<file path="config.mk">
export PLATFORM = sky130hd
export DESIGN_NAME = ascii_decimal_to_q7_8_core
export DESIGN_NICKNAME = d
export VERILOG_FILES = /design/src/hw/rtl/a2q_pkg.sv /design/src/hw/rtl/a2q_parse.sv /design/src/hw/rtl/a2q_div.sv /design/src/hw/rtl/ascii_decimal_to_q7_8_core.sv
export SDC_FILE = /design/constraint.sdc
export NUM_CORES = 1
export LEC_CHECK = 0
export BUFFER_PORTS_ARGS = -buffer_cell sky130_fd_sc_hd__buf_2
export CAP_MARGIN = 25
export CORE_MARGIN = 2
export CORE_UTILIZATION = 62
export DETAILED_ROUTE_END_ITERATION = 10
export PLACE_DENSITY = 0.88
export SLEW_MARGIN = 20
export SYNTH_ARGS = -nofsm -noshare
export SYNTH_HDL_FRONTEND = slang
export SYNTH_SLANG_ARGS = --single-unit
</file>
<file path="constraint.sdc">
create_clock -name clk_i -period 3.8 [get_ports clk_i]
set_input_delay 1.14 -clock clk_i [delete_from_list [all_inputs] [get_ports clk_i]]
set_output_delay 1.14 -clock clk_i [all_outputs]
set_load 0.01 [all_outputs]
</file>
<file path="src/hw/rtl/a2q_pkg.sv">
// ----------------------------------------------------------------------------
// a2q_pkg
// Shared types, codes and constants for the decimal text to Q7.8 converter.
// ----------------------------------------------------------------------------
`default_nettype none

package a2q_pkg;

  // Default number of fraction digits kept (range 1..7)
  localparam int MaxFracDigitsDef = 6;

  // Fixed widths
  localparam int IntW     = 8;   // integer accumulator
  localparam int FracDigW = 3;   // fraction digit count
  localparam int QuoW     = 9;   // rounded fraction quotient, at most 256
  localparam int MagW     = 17;  // int*256 + quotient
  localparam int CharW    = 8;
  localparam int ValueW   = 16;

  localparam logic [CharW-1:0] ChZero  = 8'h30;
  localparam logic [CharW-1:0] ChNine  = 8'h39;
  localparam logic [CharW-1:0] ChMinus = 8'h2D;
  localparam logic [CharW-1:0] ChPlus  = 8'h2B;
  localparam logic [CharW-1:0] ChPoint = 8'h2E;

  localparam logic [MagW-1:0] LimitPos = 17'd32767;
  localparam logic [MagW-1:0] LimitNeg = 17'd32768;

  typedef enum logic [2:0] {
    PH_START,
    PH_SIGNED,
    PH_INT,
    PH_POINT,
    PH_FRAC,
    PH_DONE
  } a2q_phase_e;

  typedef enum logic [1:0] {
    STAT_OK     = 2'd0,
    STAT_FORMAT = 2'd1,
    STAT_RANGE  = 2'd2
  } a2q_status_e;

  typedef enum logic [1:0] {
    ST_RUN,
    ST_LOAD,
    ST_DIV,
    ST_FIN
  } a2q_state_e;

  // Summary of the parsed number, parser to top
  typedef struct packed {
    logic                fmt_bad;
    logic                negative;
    logic                int_ovf;
    logic [FracDigW-1:0] frac_digits;
  } a2q_parse_t;

  function automatic logic [23:0] pow10(input logic [FracDigW-1:0] n);
    logic [23:0] p;
    case (n)
      3'd0:    p = 24'd1;
      3'd1:    p = 24'd10;
      3'd2:    p = 24'd100;
      3'd3:    p = 24'd1000;
      3'd4:    p = 24'd10000;
      3'd5:    p = 24'd100000;
      3'd6:    p = 24'd1000000;
      3'd7:    p = 24'd10000000;
      default: p = 24'd1;
    endcase
    return p;
  endfunction

endpackage

`default_nettype wire

</file>
<file path="src/hw/rtl/a2q_parse.sv">
// ----------------------------------------------------------------------------
// a2q_parse
// Character parser: sign, integer and fraction accumulators, parse phase.
// ----------------------------------------------------------------------------
`default_nettype none

module a2q_parse import a2q_pkg::*; #(
  parameter int MaxFracDigits = MaxFracDigitsDef,
  parameter int FracW         = 20
) (
  input  wire logic              clk_i,
  input  wire logic              rst_ni,
  input  wire logic              take_i,     // character transfer this cycle
  input  wire logic [CharW-1:0]  char_code_i,
  input  wire logic              clear_i,    // result done, back to start
  output a2q_parse_t             info_o,
  output logic [IntW-1:0]        int_acc_o,
  output logic [FracW-1:0]       frac_acc_o
);

  a2q_phase_e          phase_q, phase_d;
  logic                neg_q, neg_d;
  logic [IntW-1:0]     int_q, int_d;
  logic                ovf_q, ovf_d;
  logic [FracW-1:0]    frac_q, frac_d;
  logic [FracDigW-1:0] fdig_q, fdig_d;
  logic                ferr_q, ferr_d;

  logic                is_dig;
  logic [3:0]          dig;
  logic [IntW+3:0]     int_next;
  logic [FracW+3:0]    frac_next;
  logic                int_add, frac_add;

  assign is_dig    = (char_code_i >= ChZero) && (char_code_i <= ChNine);
  assign dig       = is_dig ? 4'(char_code_i - ChZero) : 4'd0;
  // x*10 + d as shifts and adds
  assign int_next  = ({4'd0, int_q} << 3) + ({4'd0, int_q} << 1) + (IntW+4)'(dig);
  assign frac_next = ({4'd0, frac_q} << 3) + ({4'd0, frac_q} << 1) + (FracW+4)'(dig);

  always_comb begin
    phase_d  = phase_q;
    neg_d    = neg_q;
    ferr_d   = ferr_q;
    int_add  = 1'b0;
    frac_add = 1'b0;
    if (take_i) begin
      case (phase_q)
        PH_START: begin
          if (char_code_i == ChMinus) begin
            neg_d   = 1'b1;
            phase_d = PH_SIGNED;
          end else if (char_code_i == ChPlus) begin
            phase_d = PH_SIGNED;
          end else if (is_dig) begin
            int_add = 1'b1;
            phase_d = PH_INT;
          end else begin
            ferr_d  = 1'b1;
            phase_d = PH_DONE;
          end
        end
        PH_SIGNED: begin
          if (is_dig) begin
            int_add = 1'b1;
            phase_d = PH_INT;
          end else begin
            ferr_d  = 1'b1;
            phase_d = PH_DONE;
          end
        end
        PH_INT: begin
          if (is_dig) begin
            int_add = 1'b1;
          end else if (char_code_i == ChPoint) begin
            phase_d = PH_POINT;
          end else begin
            phase_d = PH_DONE;
          end
        end
        PH_POINT: begin
          if (is_dig) begin
            frac_add = 1'b1;
            phase_d  = PH_FRAC;
          end else begin
            ferr_d  = 1'b1;
            phase_d = PH_DONE;
          end
        end
        PH_FRAC: begin
          if (is_dig) begin
            frac_add = 1'b1;
          end else begin
            phase_d = PH_DONE;
          end
        end
        default: ;
      endcase
    end

    int_d = int_q;
    ovf_d = ovf_q;
    if (int_add) begin
      // saturate above 255
      if (int_next > (IntW+4)'({IntW{1'b1}})) begin
        ovf_d = 1'b1;
        int_d = {IntW{1'b1}};
      end else begin
        int_d = int_next[IntW-1:0];
      end
    end

    frac_d = frac_q;
    fdig_d = fdig_q;
    // extra fraction digits are dropped
    if (frac_add && (fdig_q < FracDigW'(MaxFracDigits))) begin
      frac_d = frac_next[FracW-1:0];
      fdig_d = fdig_q + 1'b1;
    end

    if (clear_i) begin
      phase_d = PH_START;
      neg_d   = 1'b0;
      int_d   = '0;
      ovf_d   = 1'b0;
      frac_d  = '0;
      fdig_d  = '0;
      ferr_d  = 1'b0;
    end
  end

  always_ff @(posedge clk_i or negedge rst_ni) begin
    if (!rst_ni) begin
      phase_q <= PH_START;
      neg_q   <= 1'b0;
      int_q   <= '0;
      ovf_q   <= 1'b0;
      frac_q  <= '0;
      fdig_q  <= '0;
      ferr_q  <= 1'b0;
    end else begin
      phase_q <= phase_d;
      neg_q   <= neg_d;
      int_q   <= int_d;
      ovf_q   <= ovf_d;
      frac_q  <= frac_d;
      fdig_q  <= fdig_d;
      ferr_q  <= ferr_d;
    end
  end

  // text that stops before a digit, or right after the point, is malformed
  assign info_o.fmt_bad     = ferr_q || (phase_q == PH_START) ||
                              (phase_q == PH_SIGNED) || (phase_q == PH_POINT);
  assign info_o.negative    = neg_q;
  assign info_o.int_ovf     = ovf_q;
  assign info_o.frac_digits = fdig_q;
  assign int_acc_o          = int_q;
  assign frac_acc_o         = frac_q;

endmodule

`default_nettype wire

</file>
<file path="src/hw/rtl/a2q_div.sv">
// ----------------------------------------------------------------------------
// a2q_div
// Restoring divider, one quotient bit per cycle, for the fraction rounding.
// ----------------------------------------------------------------------------
`default_nettype none

module a2q_div import a2q_pkg::*; #(
  parameter int NumW = 29,
  parameter int DenW = 20
) (
  input  wire logic            clk_i,
  input  wire logic            rst_ni,
  input  wire logic            start_i,
  input  wire logic [NumW-1:0] num_i,
  input  wire logic [DenW-1:0] den_i,
  output logic                 done_o,
  output logic [QuoW-1:0]      quo_o
);

  localparam int CntW = $clog2(QuoW + 1);

  logic [NumW-1:0] rem_q, rem_d;
  logic [NumW-1:0] dsr_q, dsr_d;
  logic [QuoW-1:0] quo_q, quo_d;
  logic [CntW-1:0] cnt_q, cnt_d;
  logic            done_q, done_d;
  logic            ge;

  // quotient is known to be below 2^QuoW, so the divisor starts shifted
  // up by QuoW-1 and walks down one bit per step
  assign ge = rem_q >= dsr_q;

  always_comb begin
    rem_d  = rem_q;
    dsr_d  = dsr_q;
    quo_d  = quo_q;
    cnt_d  = cnt_q;
    done_d = 1'b0;
    if (start_i) begin
      rem_d = num_i;
      dsr_d = NumW'(den_i) << (QuoW - 1);
      quo_d = '0;
      cnt_d = CntW'(QuoW);
    end else if (cnt_q != '0) begin
      rem_d  = ge ? (rem_q - dsr_q) : rem_q;
      dsr_d  = dsr_q >> 1;
      quo_d  = {quo_q[QuoW-2:0], ge};
      cnt_d  = cnt_q - 1'b1;
      done_d = (cnt_q == CntW'(1));
    end
  end

  always_ff @(posedge clk_i or negedge rst_ni) begin
    if (!rst_ni) begin
      cnt_q  <= '0;
      done_q <= 1'b0;
    end else begin
      cnt_q  <= cnt_d;
      done_q <= done_d;
    end
  end

  always_ff @(posedge clk_i) begin
    rem_q <= rem_d;
    dsr_q <= dsr_d;
    quo_q <= quo_d;
  end

  assign done_o = done_q;
  assign quo_o  = quo_q;

endmodule

`default_nettype wire

</file>
<file path="src/hw/rtl/ascii_decimal_to_q7_8_core.sv">
// A result is valid after the last character passes the load, divide and finish states.
// Throughput: one character per cycle; after the last character the input is
//   stalled through divider start, 9 divide steps plus the done flag, and result write.
// While a result waits for transfer, characters of the next number are still taken;
//   only its result write, and so the input, waits for that transfer.
// Reset (asynchronous, active low) returns the parser to the start phase and drops any pending result.
// ----------------------------------------------------------------------------
// ascii_decimal_to_q7_8_core
// Decimal text to signed Q7.8 converter with status. Reset drops any pending result.
// ----------------------------------------------------------------------------
`default_nettype none

module ascii_decimal_to_q7_8_core import a2q_pkg::*; #(
  parameter int MAX_FRAC_DIGITS = MaxFracDigitsDef
) (
  input  wire logic               clk_i,
  input  wire logic               rst_ni,
  input  wire logic               in_valid_i,
  output logic                    in_stall_o,
  input  wire logic [CharW-1:0]   char_code_i,
  input  wire logic               last_i,
  output logic                    out_valid_o,
  input  wire logic               out_stall_i,
  output logic signed [ValueW-1:0] value_o,
  output logic [1:0]              status_o
);

  localparam int FracW = $clog2(int'(pow10(FracDigW'(MAX_FRAC_DIGITS))) + 1);
  localparam int NumW  = FracW + QuoW;

  a2q_state_e       state_q, state_d;
  a2q_parse_t       info;
  logic [IntW-1:0]  int_acc;
  logic [FracW-1:0] frac_acc;
  logic [FracW-1:0] pw;
  logic [NumW-1:0]  num;
  logic [QuoW-1:0]  quo;
  logic             div_done;
  logic             take, clear, div_start, load;

  logic              out_valid_q, out_valid_d;
  logic [ValueW-1:0] value_q, value_d;
  a2q_status_e       status_q, status_d;

  logic [MagW-1:0]   mag;
  logic [MagW-1:0]   limit;

  assign take = in_valid_i && !in_stall_o;

  a2q_parse #(
    .MaxFracDigits (MAX_FRAC_DIGITS),
    .FracW         (FracW)
  ) u_parse (
    .clk_i       (clk_i),
    .rst_ni      (rst_ni),
    .take_i      (take),
    .char_code_i (char_code_i),
    .clear_i     (clear),
    .info_o      (info),
    .int_acc_o   (int_acc),
    .frac_acc_o  (frac_acc)
  );

  // rounded fraction = (frac*256 + p/2) / p, with p = 10^digits
  assign pw  = FracW'(pow10(info.frac_digits));
  assign num = {1'b0, frac_acc, 8'h00} + NumW'(pw >> 1);

  a2q_div #(
    .NumW (NumW),
    .DenW (FracW)
  ) u_div (
    .clk_i   (clk_i),
    .rst_ni  (rst_ni),
    .start_i (div_start),
    .num_i   (num),
    .den_i   (pw),
    .done_o  (div_done),
    .quo_o   (quo)
  );

  assign mag   = {1'b0, int_acc, 8'h00} + MagW'(quo);
  assign limit = info.negative ? LimitNeg : LimitPos;

  always_comb begin
    state_d     = state_q;
    in_stall_o  = 1'b1;
    div_start   = 1'b0;
    load        = 1'b0;
    clear       = 1'b0;
    case (state_q)
      ST_RUN: begin
        in_stall_o = 1'b0;
        if (take && last_i) state_d = ST_LOAD;
      end
      ST_LOAD: begin
        div_start = 1'b1;
        state_d   = ST_DIV;
      end
      ST_DIV: begin
        if (div_done) state_d = ST_FIN;
      end
      ST_FIN: begin
        if (!out_valid_q || !out_stall_i) begin
          load    = 1'b1;
          clear   = 1'b1;
          state_d = ST_RUN;
        end
      end
      default: state_d = ST_RUN;
    endcase
  end

  // result formatting; format errors win over range errors
  always_comb begin
    value_d  = value_q;
    status_d = status_q;
    if (load) begin
      value_d = '0;
      if (info.fmt_bad) begin
        status_d = STAT_FORMAT;
      end else if (info.int_ovf || (mag > limit)) begin
        status_d = STAT_RANGE;
      end else begin
        status_d = STAT_OK;
        value_d  = info.negative ? (ValueW'(0) - mag[ValueW-1:0]) : mag[ValueW-1:0];
      end
    end
    out_valid_d = load || (out_valid_q && out_stall_i);
  end

  always_ff @(posedge clk_i or negedge rst_ni) begin
    if (!rst_ni) begin
      state_q     <= ST_RUN;
      out_valid_q <= 1'b0;
    end else begin
      state_q     <= state_d;
      out_valid_q <= out_valid_d;
    end
  end

  always_ff @(posedge clk_i) begin
    value_q  <= value_d;
    status_q <= status_d;
  end

  assign out_valid_o = out_valid_q;
  assign value_o     = signed'(value_q);
  assign status_o    = status_q;

  // error results carry a zero value
  a_err_zero: assert property (@(posedge clk_i) disable iff (!rst_ni)
    (out_valid_o && (status_o != STAT_OK)) |-> (value_o == 16'sd0))
    else $error("nonzero value with error status");

  a_status_code: assert property (@(posedge clk_i) disable iff (!rst_ni)
    out_valid_o |-> ((status_o == STAT_OK) || (status_o == STAT_FORMAT) ||
                     (status_o == STAT_RANGE)))
    else $error("bad status code");

  a_div_in_div: assert property (@(posedge clk_i) disable iff (!rst_ni)
    div_done |-> (state_q == ST_DIV))
    else $error("divider finished outside divide state");

  a_load_valid: assert property (@(posedge clk_i) disable iff (!rst_ni)
    load |=> (out_valid_q && (state_q == ST_RUN)))
    else $error("result load did not produce a valid output");

  a_last_starts: assert property (@(posedge clk_i) disable iff (!rst_ni)
    (take && last_i) |=> ##1 (state_q == ST_DIV))
    else $error("last character did not start the divider");

endmodule

`default_nettype wire

</file>
-- Word-level counts from Yosys, hierarchy flattened
Memory sizes are Yosys's and may differ from the RTL's.
Cells that the tools add are included.
- memories: 1
- ROM bits: 168
- bits in registers: 129
- output and inout port bits: 20
- equal/unequal tests: 18
- order comparisons: 6
- muxes and demuxes: 58
- $add $sub $neg: 11
- reduce and logical (&&, ||, !) cells: 36
- memory list (name ; words ; width ; rd ports ; clocked after memory_dff ; wr ports ; RTL line ; source):
    (no name shown) ; 8 ; 21 ; 1 ; 0 ; 0 ; a2q_pkg.sv:61 ; case (n)
- operators with widths (cell ; number):
    2-to-1 mux 29 bit ; 3
    2-to-1 mux 28 bit ; 2
    2-to-1 mux 20 bit ; 2
    2-to-1 mux 16 bit ; 2
    2-to-1 mux 3 bit ; 10
    adder 28 x 19 -> 29 bit ; 1
    greater-or-equal comparator 29 x 28 -> 1 bit ; 1
    subtractor 29 x 28 -> 29 bit ; 1
    2-to-1 mux 1 bit ; 25
    equality test 8 x 6 -> 1 bit (second input constant) ; 3
    2-to-1 mux 8 bit ; 3
    adder 20 bit ; 1
    adder 20 x 4 -> 20 bit ; 1
    adder 16 x 9 -> 17 bit ; 1
    greater-than comparator 17 x 16 -> 1 bit ; 1
    nonzero test 2 bit ; 8
    subtractor 1 x 16 -> 16 bit (first input constant) ; 1
    one-hot mux 3 bit (5 select lines) ; 1
    adder 11 x 9 -> 12 bit ; 1
    adder 12 x 4 -> 12 bit ; 1
    greater-than comparator 12 x 8 -> 1 bit (second input constant) ; 1
    2-to-1 mux 4 bit ; 3
    != test 3 bit (second input constant) ; 4
    greater-or-equal comparator 8 x 6 -> 1 bit (second input constant) ; 1
    other kinds (27) ; 51

-- Depth between registers and ports, before layout
Gate-level depths: netlist of run 1.
- depth after elaboration: 9
- gate-level depth with buffers: 17
- depth with buffers taken out: 15

-- Cells and area by module
Synthesis of run 1 repeated with hierarchy kept, for this count alone.
- cell total of the unflattened synthesis: 1163
- area total of the unflattened synthesis: 10296.1 um^2
- modules (own cells, without submodules) (module ; cells an instance ; area an instance (um^2) ; times used ; sequential area each (um^2)):
    a2q_div ; 522 ; 4573.1 ; 1 ; 1936.9
    a2q_parse ; 371 ; 3285.7 ; 1 ; 925.9
    ascii_decimal_to_q7_8_core ; 270 ; 2437.3 ; 1 ; 615.6

-- Least setup slack after synthesis of run 1
OpenSTA, ideal clock, no wires.
- kind: in2reg
- start: input char_code_i[7]
- end: register u_parse.int_q[1] (netlist: u_parse.int_acc_o[1])
- setup slack: -877 ps
- data arrival time: 4524 ps
- stages: 16
- required time: 3647 ps
- path through: nor3b_1 > and3_1 > clkbuf_1 > clkbuf_1 > nand2_1 > xnor2_1 > ha_1 > fa_1 > a21o_1 > a21oi_1 > nor2b_1 > o21a_1 > nor4_1 > nor4_1 > nor4_2 > a31oi_1
- longest elaborated chain between the ends: 8
- elaborated cells on any way between the ends: 17
- those cells by class: add/sub: 1; order compare: 3; eq/ne: 2; mux: 9; reduce/logical: 2
- RTL lines (element ; RTL line ; source):
    from (decl) ; ascii_decimal_to_q7_8_core.sv:20 ; input wire logic [CharW-1:0] char_code_i,
    greater-or-equal comparator 8 x 6 -> 1 bit or less-or-equal comparator 8 x 6 -> 1 bit (tied branches) ; a2q_parse.sv:35 ; assign is_dig = (char_code_i >= ChZero) && (char_code_i <= ChNine);
    logical AND 1 bit ; a2q_parse.sv:35 ;
    2-to-1 mux 4 bit or 2-to-1 mux 1 bit (tied branches) ; - ;
    adder 12 x 4 -> 12 bit or 2-to-1 mux 1 bit (tied branches) ; a2q_parse.sv:38, a2q_parse.sv:53 ;
    greater-than comparator 12 x 8 -> 1 bit or 2-to-1 mux 1 bit (tied branches) ; a2q_parse.sv:105, a2q_parse.sv:50 ;
    2-to-1 mux 8 bit or one-hot mux 1 bit (2 select lines) (tied branches) ; a2q_parse.sv:105, a2q_parse.sv:48 ;
    2-to-1 mux 8 bit or 2-to-1 mux 1 bit (tied branches) ; a2q_parse.sv:103, a2q_parse.sv:47 ;
    2-to-1 mux 8 bit or nonzero test 2 bit (tied branches) ; - ;
    to (signal assigned) ; a2q_parse.sv:144 ; int_q <= int_d;
    to (decl) ; a2q_parse.sv:23 ; logic [IntW-1:0] int_q, int_d;
Parallel ways exist; a longest one is shown, timed or not. The select of a mux whose other input is x is not followed.
A chain may end at the register's enable or synchronous reset.

-- Worst setup path in the final report of run 1
- start: input char_code_i[7]
- end: register u_parse.int_q[5] (netlist: u_parse.int_acc_o[5])
Same word-level chain as after synthesis.

==> metrics, run 1 <==
Fin. Hold Viols=0; crit start category=input pin; P&R area growth vs syn=14.04%; Max FO, Critical Path=6; largest net degree at the start of global routing=98; asr flop ratio synth=34.88%; number of global-route vias before repair=8042; worst vdd ir=0.4034 mV; Hold Crit Start=u_div.quo_o[0]$_SDFFE_PP0N_; gr usage total=28.87%; GR Overflow Total=0; FF-to-FF path depth=16; Power Density=774.9 nW/um^2; post-synth top area share=20.38%; via-per-instance ratio=6.237; static leakage=0.005119 uW; endpoint of the worst register-to-register path=u_div.rem_q[22]$_DFFE_PP_; root buf cell=clkbuf_16; Synth Warn #=0; critical path's slowest cell=fa_2; Setup TNS=0 ns; CP required=4.09 ns; crit path DAT=4.07 ns; worst path cell trace=buf_6 > nor3b_4 > and3_4 > and2_4 > ha_4 > ha_4 > fa_2 > a21o_1 > a21oi_2 > nor2b_1 > o21a_1 > nor4_2 > nor4_2 > nor4_2 > buf_4 > a31oi_1; die footprint=16950 um^2; Final Cycle Share=99.43%; slowest cell delay on critical path=0.39 ns; multi-input combinational cell area=6133 um^2; DRT Pass-1 Iters=5; RSZ-0062 raised after global routing=yes; worst hold path type=reg2reg; CTS H-tree depth=4; Post-Syn Area=9871 um^2; Mean Syn Cell Area=8.941 um^2; Cell Count, Final, Fillers Out=1384; DIE HEIGHT=130.2 um; Vias=8632; Setup CP Type=in2reg; worst hold endpoint=u_div.quo_o[1]$_SDFFE_PP0N_; Worst R2R Setup Slack=0.21 ns; status=finished clean; antenna cell count=0; Yosys reg bits=129; Worst Clk Skew=0.008603 ns; final-stage net count=1294; Post-DP HPWL=17.00 mm; f_max=264.7 MHz; post-route ant nets=0; Most used DFF post-synth=edfxtp_1; share of layout cells above drive strength 1=12.24%; Synth Net Count=1243; global-route wire length before repair=38.59 mm; Die Span X=130.2 um; Initial Util=62.82%; CP delay by family, top=simple AND/OR/NAND/NOR gates; hold path depth=2; initial antenna violation count=0; DRC=0; Clock Latency Late Sink=0.44 ns; GRT met1 Usage=37.23%; sequential cell area=3478 um^2; worst path buffer plus inverter count=2; Post-CTS Hold Fix Bufs=0; # setup viols final=0; Relative slew margins=28.98%; Clock Sink Count=129; worst slew pin tran=1.054 ns; clock tree buffer depth=2; met3 Resource Use GR=5.207%; hold slack final=0.4525 ns; Reg clk slew, reported paths=0.06 ns; distinct cell type count after synthesis=74; Area contributors post-synth=edfxtp_1, ha_1, dfrtp_1; number of flops mapped to enable cells by yosys=67; Crit path top cell by count=nor4_2; average wire per standard cell=17.89 um; routability congestion estimate=0.9235; Final Max Tran Viols=0; number of I/O port buffers=32; GR peak layer=met2; num rows=46; Post-Syn Instances=1104; CTS tree=built; Final Util=71.64%; I/O pin count=33; core area=15710 um^2; minimum clock period=3.778 ns; TritonCTS buffer count=17; FF-to-FF Start=u_parse.fdig_q[0]$_DFFE_PN0P_; dpl cells=1344; Max-cap violations=0; DRT iter0 DRCs=990; Seq/Total Area, Yosys=35.24%; met2 usage=48.78%; cell taking the most area after synthesis=edfxtp_1; final wirelength=24.76 mm; fillcell total=1053; CP endpoint kind=flip-flop
-- flip-flops by register name, indices dropped and copies added (netlist names), 4 cells and up --
name,flops
u_div.cnt_q,4
u_div.rem_q,29
u_div.dsr_q,28
u_parse.frac_acc_o,20
u_parse.int_acc_o,8
value_o,16
u_div.quo_o,9
-- cells by family (layout without fill, tap and decap cells) --
kind of cell	Yosys count	count (layout)	share of synthesized area, %
adder cells (fa/ha/maj)	126	126	16.28
multiplexers	7	7	0.7225
buffers and inverters	113	177	4.310
XOR/XNOR	79	79	7.010
flip-flops	129	129	35.24
AO/OA/AOI/OAI	288	288	19.08
AND/OR/NAND/NOR	362	362	17.37
-- worst reg2reg max path: stages, from the launching register on --
cell and delay [ns]:
dfrtp_1 0.46, ha_1 0.26, inv_1 0.10, ha_1 0.18
inv_1 0.05, ha_1 0.18, inv_1 0.07, fa_1 0.20
and3b_1 0.21, o211ai_1 0.21, a21boi_1 0.13, o31a_1 0.31
o41ai_2 0.31, buf_4 0.21, nand2b_1 0.14, xor2_2 0.20
mux2i_1 0.10
-- worst max path at each step --
stage                                           startpoint                                 end  slack, ns  cells past startpoint
after floorplan                             char_code_i[7]    u_parse.int_acc_o[0]$_DFFE_PN0P_      -0.56                     16
after global placement                      char_code_i[7]    u_parse.int_acc_o[0]$_DFFE_PN0P_      -0.41                     16
after detailed placement                    char_code_i[7]    u_parse.int_acc_o[5]$_DFFE_PN0P_      -0.57                     16
after CTS                 u_parse.int_acc_o[0]$_DFFE_PN0P_            value_o[6]$_SDFFCE_PP0P_       0.02                     13
after global routing                        char_code_i[7]  u_parse.frac_acc_o[17]$_DFFE_PN0P_      -0.14                     17
final                                       char_code_i[7]    u_parse.int_acc_o[5]$_DFFE_PN0P_       0.02                     16
-- metrics by stage --
stage                     setup WS, ns  instance area [um^2]  total power (uW)
after floorplan                -0.5621                  9961              5828
after global placement         -0.4069                 10490              6729
after detailed placement       -0.5701                 10510              6905
after CTS                      0.02092                 11110              8624
after global routing           -0.1392                 11260              9306
final                          0.02168                 11260              8723
-- synthesized netlist by cell type, types with 21 or more instances --
cell,instances
clkbuf_1,36
o21ai_0,53
a31oi_1,21
nand3_1,33
dfrtp_1,45
xor2_1,38
xnor2_1,41
a21o_1,35
inv_1,72
edfxtp_1,67
nor2_1,77
ha_1,122
a21oi_1,90
nand2_1,144
-- report_power, final --
part | internal, uW | total, uW | switching [uW]
logic | 1820 | 4560 | 2750
registers | 2190 | 2470 | 284
clock network | 1030 | 1680 | 657
total | 5040 | 8720 | 3690
-- layout by cell type, fill, tap and decap left out, types with 9 or more instances in the layout --
| cell type | instances |
|---|---|
| o31ai_1 | 13 |
| nand2_1 | 143 |
| xor2_1 | 37 |
| dfxtp_1 | 17 |
| a31oi_1 | 18 |
| nand3_1 | 33 |
| nor3_1 | 15 |
| o21ai_0 | 52 |
| o211ai_1 | 9 |
| dfrtp_1 | 45 |
| buf_2 | 31 |
| buf_4 | 36 |
| o21a_1 | 12 |
| ha_1 | 117 |
| a21o_1 | 35 |
| nor2_1 | 77 |
| nor2b_1 | 13 |
| xnor2_1 | 41 |
| and3_1 | 16 |
| inv_1 | 71 |
| or3_1 | 9 |
| a21oi_1 | 88 |
| edfxtp_1 | 67 |
| clkbuf_16 | 17 |
-- metal layers --
layer | wire [um] | up-vias | share of wire (%)
met2 | 12130 | 348 | 49
met5 | 0 | - | 0
met1 | 10420 | 4133 | 42
met3 | 1444 | 76 | 5.8
met4 | 759 | 0 | 3.1
li1 | - | 4075 | -
-- repair_timing --
item / in CTS / in global routing
gates cloned: 1 / 0
endpoints found under the setup margin: 9 / 25
pin swaps: 3 / 13
buffers inserted: 0 / 6
gates resized for setup: 3 / 15
-- area by class of cell --
class                           instances  share of cell area [%]
Clock buffer                           18                   3.812
Clock inverter                         14                   1.456
Inverter                               73                   2.434
Multi-Input combinational cell        862                   54.49
Sequential cell                       129                   30.90
Tap cell                              216                   2.401
Timing Repair Buffer                   72                   4.513
Note: power is estimated with default switching activity, not from simulation.
==> inputs of run 2 (changes only) <==
- SYNTH_HIERARCHICAL: default -> 1
==> run 2 against run 1 <==
  * Non-clock buffer count is 17 lower
  * Power is 0.96% higher
  * Register-to-register slack better by 0.13 ns
  * Utilization is 2.5 points lower
  * Critical path depth stayed put
  * Global-route usage is 0.26 points lower
  * Maximum frequency is 3.4% higher
  * Clock power hardly changed
  * Highest routed layer unchanged
  * Final area is 0.72% higher
  * Clock-buffer cell count is 1 lower
  * Via count is 5.1% higher
==> metrics, run 2 <==
Max FO, Critical Path=6; gr usage total=28.60%; TritonCTS buffer count=17; Reg clk slew, reported paths=0.06 ns; # setup viols final=0; DRT Pass-1 Iters=5; Final Util=69.11%; worst vdd ir=0.7194 mV; CTS H-tree depth=4; Clock Power Share=18.9%; post-route ant nets=0; Clock Latency Late Sink=0.44 ns; Critical Path Source=char_code_i[5]; clock tree buffer depth=2; critical path's slowest cell=or2_4; Setup TNS=0 ns; f_max=273.7 MHz; DRT iter0 DRCs=1023; Flop pwr share=28.2%; NetSw=3963 uW; DIE HEIGHT=132.9 um; status=finished clean; Cell Count, Final, Fillers Out=1420; final-stage net count=1326; Clock Sink Count=129; root buf cell=clkbuf_16; static leakage=0.005108 uW; Relative slew margins=30.79%; I/O pin count=33; share of layout cells above drive strength 1=10.08%; Power Density=776.7 nW/um^2; Seq/Total Area, Yosys=33.78%; max reg flops=29; Worst Clk Skew=0.008591 ns; global-route wire length before repair=41.17 mm; Post-DP HPWL=17.14 mm; DRC=0; Most used DFF post-synth=edfxtp_1; Mean Syn Cell Area=8.853 um^2; via-per-instance ratio=6.392; Die Span X=132.9 um; FF-to-FF path depth=11; Vias=9076; CP required=4.13 ns; Final Cycle Share=96.16%; Logic pwr share=53.0%; routability congestion estimate=0.9377; Switching Fraction=45.00%; Initial Util=62.75%; worst hold path type=reg2reg; cell taking the most area after synthesis=edfxtp_1; dpl cells=1387; Post-Syn Instances=1163; GR Overflow Total=0; Post-CTS Hold Fix Bufs=0; Post-Syn Area=10300 um^2; DP Area=10700 um^2; most frequent cell after synthesis=nand2_1; slowest cell delay on critical path=0.28 ns; hold path depth=2; final instance area=11340 um^2; worst path cell trace=buf_2 > nor3b_4 > and3_1 > buf_4 > and2_1 > buf_4 > ha_1 > ha_1 > inv_1 > fa_2 > nor2b_2 > o2111ai_2 > a21boi_2 > or2_4 > a22o_2 > o41ai_2; asr flop ratio synth=34.88%; Final Max Tran Viols=0; antenna cell count=0; initial antenna violation count=0; number of flops mapped to enable cells by yosys=67; Internal Power=4843 uW; Fin. Hold Viols=0; num rows=47; leading cell type in the layout, fill and taps excluded=nand2_1; distinct cell type count after synthesis=89; average wire per standard cell=17.44 um; die footprint=17650 um^2; minimum clock period=3.654 ns; number of I/O port buffers=32; Setup CP Type=in2reg; crit path DAT=3.98 ns; largest net degree at the start of global routing=96; Max-cap violations=0; Biggest register=u_div/rem_q; worst slew pin tran=1.038 ns; Area contributors post-synth=edfxtp_1, ha_1, dfrtp_1; Worst R2R Setup Slack=0.34 ns; endpoint of the worst register-to-register path=value_o[9]$_SDFFCE_PP0P_; Synth Net Count=1302; Hold Crit Start=u_div/dsr_q[1]$_SDFFE_PP0N_; number of global-route vias before repair=8601; FF-to-FF Start=u_parse/int_acc_o[0]$_DFFE_PN0P_; Synth Warn #=6; final wirelength=24.76 mm; P&R area growth vs syn=10.12%; CP endpoint kind=flip-flop; commonest non-fill, non-tap cells in the layout=nand2_1, ha_1, a21oi_1; worst hold endpoint=u_div/dsr_q[1]$_SDFFE_PP0N_; core area=16410 um^2; RSZ-0062 raised after global routing=no; synth cell count leaders=nand2_1, ha_1, a21oi_1; post-synth top area share=19.54%; crit start category=input pin; Yosys reg bits=129; CTS tree=built
-- run 2: cell types whose count changed in the layout (fill, tap and decap cells not counted), moves of 5 or more --
| cell | delta |
|---|---|
| buf_4 | -12 |
| nand2_1 | +13 |
| inv_1 | -11 |
| nand2b_1 | +9 |
| a21o_1 | -12 |
| a31oi_1 | -5 |
| nand4_1 | +13 |
| o31ai_1 | +14 |
| o21ai_0 | +7 |
| o31a_1 | -5 |
| and3b_1 | -5 |
| and2_1 | +5 |
| a21oi_1 | +9 |
| o21ai_1 | +7 |
-- run 2: repair_timing --
| item | in CTS | in global routing |
|---|---|---|
| gates resized for setup | 0 | 8 |
| gates cloned | 0 | 0 |
| pin swaps | 1 | 3 |
| buffers inserted | 0 | 1 |
| endpoints found under the setup margin | 7 | 10 |
-- run 2: worst max-delay path by stage --
stage	endpoint	slack, ns	cells past startpoint
3_5_place_dp	u_parse/int_acc_o[5]$_DFFE_PN0P_	-0.50	12
3_3_place_gp	u_parse/int_acc_o[5]$_DFFE_PN0P_	-0.36	12
6_report	u_parse/frac_acc_o[14]$_DFFE_PN0P_	0.15	16
2_1_floorplan	u_parse/frac_acc_o[17]$_DFFE_PN0P_	-0.23	13
5_1_grt	u_parse/ovf_q$_DFFE_PN0P_	0.02	13
4_1_cts	u_parse/int_acc_o[4]$_DFFE_PN0P_	0.01	14
-- run 2: per-stage QoR --
step / hold WS, ns / setup slack (ns) / power, uW
after floorplan: 0.4356 / -0.2304 / 5936
after global placement: 0.4555 / -0.3573 / 6759
after detailed placement: 0.4645 / -0.4983 / 6948
after CTS: 0.4738 / 0.01351 / 8679
after global routing: 0.5009 / 0.01819 / 9369
final: 0.4731 / 0.1459 / 8806
-- run 2: cell families after synthesis --
| group | synth area share [%] |
|---|---|
| AOI/OAI and AO/OA | 20.15 |
| xor gates and xnor gates | 6.550 |
| adders and majority gates | 15.75 |
| buffers and inverters | 4.739 |
| DFF | 33.78 |
| muxes | 0.6197 |
| other | 0.03642 |
| and+or+nand+nor | 18.37 |
-- run 2: cell type report --
class | instances | area (um^2)
multi-input combinational | 923 | 6427
fill | 1195 | 5069
clock inverter | 15 | 167.7
timing repair buffer | 55 | 335.3
inverter | 61 | 229.0
sequential | 129 | 3478
tap | 220 | 275.3
clock buffer | 17 | 425.4
-- run 2: per-layer routing --
| metal | wire [um] | vias to the layer above | track usage (%) | part of all wire, % |
|---|---|---|---|---|
| li1 | - | 4267 | - | - |
| met1 | 10680 | 4331 | 37.67 | 43 |
| met2 | 11890 | 424 | 47.32 | 48 |
| met3 | 1559 | 54 | 5.019 | 6.3 |
| met4 | 631 | 0 | 10.75 | 2.5 |
| met5 | 0 | - | 0 | 0 |
-- run 2: critical path, delay by kind of cell --
| kind | cells | cell delay (ns) |
|---|---|---|
| AO/OA/AOI/OAI | 4 | 0.84 |
| AND/OR/NAND/NOR | 5 | 0.80 |
| adder cells (fa/ha/maj) | 3 | 0.74 |
| buffers and inverters | 4 | 0.47 |
-- run 2: power by group through the flow --
| stage | sequential [uW] | clock (uW) | combinational (uW) |
|---|---|---|---|
| floorplan | 2430 | 0 | 3500 |
| global placement | 2470 | 0 | 4280 |
| detailed placement | 2490 | 0 | 4460 |
| CTS | 2470 | 1670 | 4540 |
| global route | 2530 | 1730 | 5110 |
| finish | 2480 | 1660 | 4670 |
